File: src/rtl/pcvm_pkg.sv
// Package of the chroma variance mask: field widths, limits and the item type.
// No dependencies; used by every module of the block but pcvm_ram.
package pcvm_pkg;

  localparam int IDX_W    = 16;
  localparam int CHROMA_W = 8;
  localparam int THRESH_W = 17;
  localparam int FRAME_W  = 16;
  localparam int PROD_W   = THRESH_W + FRAME_W;
  localparam int SQ_W     = 2 * CHROMA_W;
  localparam int DIST_W   = SQ_W + 1;
  localparam int SUM_W    = 29;

  localparam logic [SUM_W-1:0] SUM_MAX = {SUM_W{1'b1}};

  typedef struct packed {
    logic [IDX_W-1:0]    index;
    logic [CHROMA_W-1:0] u;
    logic [CHROMA_W-1:0] v;
    logic                in_range;
    logic                compare;
    logic                accum;
    logic [PROD_W-1:0]   limit;
  } pcvm_item_t;

endpackage

File: src/rtl/pcvm_queue.sv
// Four-entry register queue carrying classified pixels from front to back.
// Depends on pcvm_pkg for the item type.
module pcvm_queue (
  input  logic                clk,
  input  logic                rst_n,
  input  logic                push_valid,
  output logic                push_ready,
  input  pcvm_pkg::pcvm_item_t push_item,
  output logic                pop_valid,
  input  logic                pop_ready,
  output pcvm_pkg::pcvm_item_t pop_item
);

  localparam int DEPTH = 4;
  localparam int PW    = $clog2(DEPTH);

  pcvm_pkg::pcvm_item_t slot_r [DEPTH];
  logic [PW-1:0] wr_ptr_r, wr_ptr_nxt;
  logic [PW-1:0] rd_ptr_r, rd_ptr_nxt;
  logic [PW:0]   count_r, count_nxt;
  logic          push, pop;

  assign push_ready = (count_r != (PW+1)'(DEPTH));
  assign pop_valid  = (count_r != '0);
  assign pop_item   = slot_r[rd_ptr_r];
  assign push       = push_valid & push_ready;
  assign pop        = pop_valid & pop_ready;

  always_comb begin
    wr_ptr_nxt = push ? wr_ptr_r + 1'b1 : wr_ptr_r;
    rd_ptr_nxt = pop ? rd_ptr_r + 1'b1 : rd_ptr_r;
    count_nxt  = count_r + (PW+1)'(push) - (PW+1)'(pop);
  end

  always_ff @(posedge clk) begin
    if (!rst_n) begin
      wr_ptr_r <= '0;
      rd_ptr_r <= '0;
      count_r  <= '0;
    end else begin
      wr_ptr_r <= wr_ptr_nxt;
      rd_ptr_r <= rd_ptr_nxt;
      count_r  <= count_nxt;
    end
  end

  always_ff @(posedge clk) begin
    if (push) begin
      slot_r[wr_ptr_r] <= push_item;
    end
  end

endmodule

File: config.mk
export PLATFORM = sky130hd
export DESIGN_NAME = pcvm_queue
export DESIGN_NICKNAME = d
export VERILOG_FILES = /design/src/rtl/pcvm_pkg.sv /design/src/rtl/pcvm_queue.sv
export SDC_FILE = /design/constraint.sdc
export NUM_CORES = 1
export LEC_CHECK = 0
export BUFFER_PORTS_ARGS = -buffer_cell sky130_fd_sc_hd__buf_2
export CORE_MARGIN = 5
export CORE_UTILIZATION = 30
export CTS_CLUSTER_SIZE = 30
export DETAILED_ROUTE_END_ITERATION = 10
export PLACE_DENSITY = 0.54
export SLEW_MARGIN = 20
export SYNTH_ARGS = -nofsm -noshare
export SYNTH_HDL_FRONTEND = slang
export SYNTH_SLANG_ARGS = --single-unit
export TNS_END_PERCENT = 5
File: constraint.sdc
create_clock -name clk -period 2.9 [get_ports clk]
set_input_delay 0.58 -clock clk [delete_from_list [all_inputs] [get_ports clk]]
set_output_delay 0.58 -clock clk [all_outputs]
set_load 0.1 [all_outputs]
==> flow_results.org <==
** Clock tree
- TritonCTS clock tree :: done
- Clock-pin slew was measured on the worst setup and hold paths at 0.06 ns.
- Total clock buffers created by CTS :: 30
- Worst-case clock buffer depth :: 3
- Counting every sink on the clock net gives 281.
- Buffers added to address setup during post-CTS repair amount to 0.
- In this run the number of H-tree levels came out at 1.
- The root buffer cell chosen for the clock tree is sky130_fd_sc_hd__clkbuf_16.
- Hold bufs inserted after CTS :: 0
- Clock insertion delay at the later pin of the skew report :: 0.54 ns

** Timing
- Measured against its own limit, the worst slew margin works out to 0.6487.
- Max Freq :: between 0.3 and 0.4 GHz
- The number of max-slew violations in the final report is 0.
- Setup violations remaining at the end of the flow were counted as 0.
- Final Critical Period :: 2.762 ns
- In the finished design, the share of the clock period the worst path needs comes to 0.9524.
- Setup slack of the critical path after layout :: approximately 0.14 ns
- For the pin with the worst max-slew slack, the measured transition is 0.5306 ns.
- Clock skew on the completed layout was measured at 0.01528 ns.
- For the final routed database, the setup TNS stands at 0 ns.
- Final hold violations :: 0

** Power and ir drop
- VDD IR max :: 0.7528 mV
- Of the total power, registers draw 0.353.
- Power spread over the standard cell area amounts to around 1100 nW/um2.
- The share of total power dissipated in the clock network is 0.276.
- Static leakage power :: 0.004251 uW
- Of the total power, the share spent switching nets is 0.4045.
- Cell internal power was estimated by the tool at ~8500 uW.
- The share of total power dissipated in combinational logic is 0.371.
- For this design the total switching power over the nets is 5793 uW.

** Min path
- The worst hold path belongs to the class primary input to register.

** Logic synthesis
- Average footprint of a synthesized cell :: 25.51 um2
- Synthesized netlist net count :: between 400 and 500
- The share of the Yosys chip area taken by registers is 0.8101.
- Synth Area in Compound Gates :: 0.002428
- Post-synth EDFFs :: 272
- After technology mapping, the gate count stands at 404.
- Cell area after synthesis :: 10300 um2
- By area, the combinational part of the netlist is dominated by multiplexers.
- Dominant cell type by area after synthesis :: sky130_fd_sc_hd__edfxtp_1
- Synthesis instantiated 21 different standard cells from the library.
- Of the total synthesized cell area, the portion taken by AND, OR, NAND and NOR gates is 0.008864.
- Leading cell types by count after synthesis :: sky130_fd_sc_hd__edfxtp_1 (272), sky130_fd_sc_hd__mux4_2 (68), sky130_fd_sc_hd__dfxtp_1 (9)
- Cell with the most instances after synthesis :: sky130_fd_sc_hd__edfxtp_1
- Xor/xnor cell area share of the yosys netlist :: 0.003400
- Post-synthesis mux area share :: 0.1506
- Async S/R FF share, synth :: 0
- The most used flip-flop cell after synthesis is sky130_fd_sc_hd__edfxtp_1.
- Adder-cell area share of the yosys netlist :: 0.009228
- By area the synthesized netlist is led by sky130_fd_sc_hd__edfxtp_1 (79%), sky130_fd_sc_hd__mux4_2 (15%), sky130_fd_sc_hd__dfxtp_1 (1.7%).
- The share of synthesized area in the top cell type comes to 0.7926.
- Total number of yosys warnings :: 0
- Synthesis inferred 281 register bits.

** Layout
- Compared with the post-synthesis result, the final layout area differs by 23.30%.
- Share of layout cells above drive strength 1 :: 0.4627
- The finished layout holds 1051 standard cells, fillers aside.
- Final std cell area, no fill :: 12710 um2
- Net count of the finished layout :: around 660
- Final core occ :: 0.3770
- After filler insertion, the fill cell instance count of the layout stands at 3083.
- 0 antenna diodes ended up in the layout.

** Routing
- Before antenna repair, the detailed router went through 4 iterations.
- Detailed Route Iter0 Violations :: 200
- Summing over every cut layer, the via total after detailed routing is 4611.
- Routed wire length :: ~21 mm
- Antenna Nets Post-Route :: 0
- Number of remaining DRC errors :: 0
- Wirelength per Cell :: 19.71 um
- Dividing the detail-routed via count by the number of cells gives 4.387.

** Critical path
- Together, buffers and inverters on the worst path number 2.
- Data on the critical path is required at its endpoint by between 2 and 2.5 ns.
- The largest single stage delay on the critical path is just under 0.6 ns.
- STA classifies the critical path endpoint as a primary output.
- STA classifies the critical path startpoint as a register.
- Arrival @ worst endpoint :: 2.18 ns
- CP max FO :: 46
- Cell-by-cell trace of the critical path :: buf_16, mux4_2, buf_2
- The kind of cell with the highest combined delay along the critical path is buffers and inverters.
- Kind of critical path :: register to primary output
- For this design, the slowest cell found on the critical path is sky130_fd_sc_hd__mux4_2.

** Flow run
- The tool flagged a number of max-cap violations equal to 0.

** Die
- In this run the count of I/O pins placed on the die edge is 142.
- From left edge to right edge, the die measures between 150 and 200 um.
- The initial utilization of the core area, before any placement, comes to 0.3058.
- Row Count :: 67
- Area of the core :: 33700 um2
- Die outline height :: 195.3 um
- Overall die area :: 38160 um2

** Global routing
- Maximum number of pins on one net before global-route repair :: 47
- First-pass GRT wire length :: approximately 32 mm
- After global routing the overflow that remains totals 0.
- In the global route stage, overall resource usage came out at 0.1067.
- The number of antenna violations at the first check in global routing came to 1.
- The via count of the first global-routing pass came to 5188.

** Placement
- Final estimated routing congestion in global placement :: 0.6978
- Setup slack after placement :: between 0.5 and 0.6 ns
- Post-detailed-placement half-perimeter wirelength :: ~13 mm
- Port buffer count :: 141
- Including well taps, the total number of placed cells is 995.
- Once placement finished, the instance area stood at 11650 um2.

** Run status
- Result of the run :: finished, final reports clean
-- worst reg2reg max path: stages, from the launching register on --
cell	delay, ns
sky130_fd_sc_hd__dfxtp_1	0.46
sky130_fd_sc_hd__nor2_1	0.10
sky130_fd_sc_hd__a21boi_1	0.19
sky130_fd_sc_hd__inv_1	0.07
sky130_fd_sc_hd__ha_1	0.29
sky130_fd_sc_hd__inv_1	0.05
sky130_fd_sc_hd__ha_1	0.13
sky130_fd_sc_hd__inv_1	0.05
sky130_fd_sc_hd__fa_1	0.37
sky130_fd_sc_hd__xnor2_1	0.15
sky130_fd_sc_hd__xnor2_1	0.13
sky130_fd_sc_hd__and2_1	0.15
-- cell usage in the layout (no fill, tap or decap) --
master	count
sky130_fd_sc_hd__a21boi_1	1
sky130_fd_sc_hd__and2_1	3
sky130_fd_sc_hd__and2_4	4
sky130_fd_sc_hd__buf_12	4
sky130_fd_sc_hd__buf_16	1
sky130_fd_sc_hd__buf_2	141
sky130_fd_sc_hd__buf_4	13
sky130_fd_sc_hd__buf_6	1
sky130_fd_sc_hd__bufinv_16	6
sky130_fd_sc_hd__clkbuf_1	3
sky130_fd_sc_hd__clkbuf_16	31
sky130_fd_sc_hd__clkinv_1	8
sky130_fd_sc_hd__clkinv_2	7
sky130_fd_sc_hd__clkinv_4	1
sky130_fd_sc_hd__dfxtp_1	7
sky130_fd_sc_hd__dfxtp_4	2
sky130_fd_sc_hd__edfxtp_1	272
sky130_fd_sc_hd__fa_1	1
sky130_fd_sc_hd__ha_1	6
sky130_fd_sc_hd__inv_1	5
sky130_fd_sc_hd__mux2i_1	2
sky130_fd_sc_hd__mux4_2	68
sky130_fd_sc_hd__nand2_1	5
sky130_fd_sc_hd__nor2_1	1
sky130_fd_sc_hd__nor2b_1	3
sky130_fd_sc_hd__o311ai_0	1
sky130_fd_sc_hd__o31a_1	1
sky130_fd_sc_hd__or3_1	1
sky130_fd_sc_hd__xnor2_1	4
-- metal layers --
layer	GRT usage	vias up	share of wire
met4	0.02483	2	0.022
li1	-	2076	-
met3	0.02843	30	0.056
met1	0.1314	2388	0.41
met5	0	-	0.00063
met2	0.1889	115	0.51
-- power groups by stage --
stage          combinational [uW]  clock [uW]  sequential, uW
4_1_cts                      5410        4090            5070
3_5_place_dp                 5400           0            5150
3_3_place_gp                 5390           0            5120
2_1_floorplan                4580           0            5100
5_1_grt                      5540        4260            5100
6_report                     5310        3950            5060
-- cell type report --
| type | count | area [um2] | area share |
|---|---|---|---|
| flip-flops and latches | 281 | 8356 | 0.6576 |
| repair buffers | 160 | 922.1 | 0.07258 |
| clock inverters | 22 | 254.0 | 0.01999 |
| well taps | 448 | 560.5 | 0.04412 |
| clock buffers | 34 | 787.0 | 0.06194 |
| multi-input cells | 101 | 1808 | 0.1423 |
| inverters | 5 | 18.77 | 0.001477 |
-- flip-flops by register name (all words and copies together), names as in the netlist, named ones only --
| name | cells |
|---|---|
| count_r | 3 |
| slot_r | 272 |
| wr_ptr_r | 2 |
| rd_ptr_r | 2 |
-- kinds of logic after synthesis --
kind of cell,after synthesis
mux,70
fa+ha+maj,7
compound gates,3
simple gates,17
buf+inv,22
xor+xnor,4
flops,281
-- final timing paths --
kind / cells after the start / from / slack, ns / end
worst max-delay path: 3 / register / 0.14 / pop_item[6]
worst min-delay path: 1 / push_item[15] / 0.25 / slot_r[2][15]$_DFFE_PP_
worst max register to register: 11 / count_r[1]$_SDFF_PN0_ / 0.68 / count_r[2]$_SDFF_PN0_
worst min register to register: 2 / wr_ptr_r[0]$_SDFFE_PN0P_ / 0.51 / wr_ptr_r[0]$_SDFFE_PN0P_
-- per-stage QoR --
step | hold slack, ns | total power (uW)
global placement | 0.4772 | 10510
floorplan | 0.4677 | 9679
finish | 0.2488 | 14320
detailed placement | 0.5161 | 10550
CTS | 0.2146 | 14570
global route | 0.2234 | 14900
-- repair_timing --
item                                   4_1_cts  5_1_grt
setup endpoints to repair                    0        6
resized for setup                            0        2
endpoints found under the hold margin        0        0
Note: power is estimated with default switching activity, not from simulation.
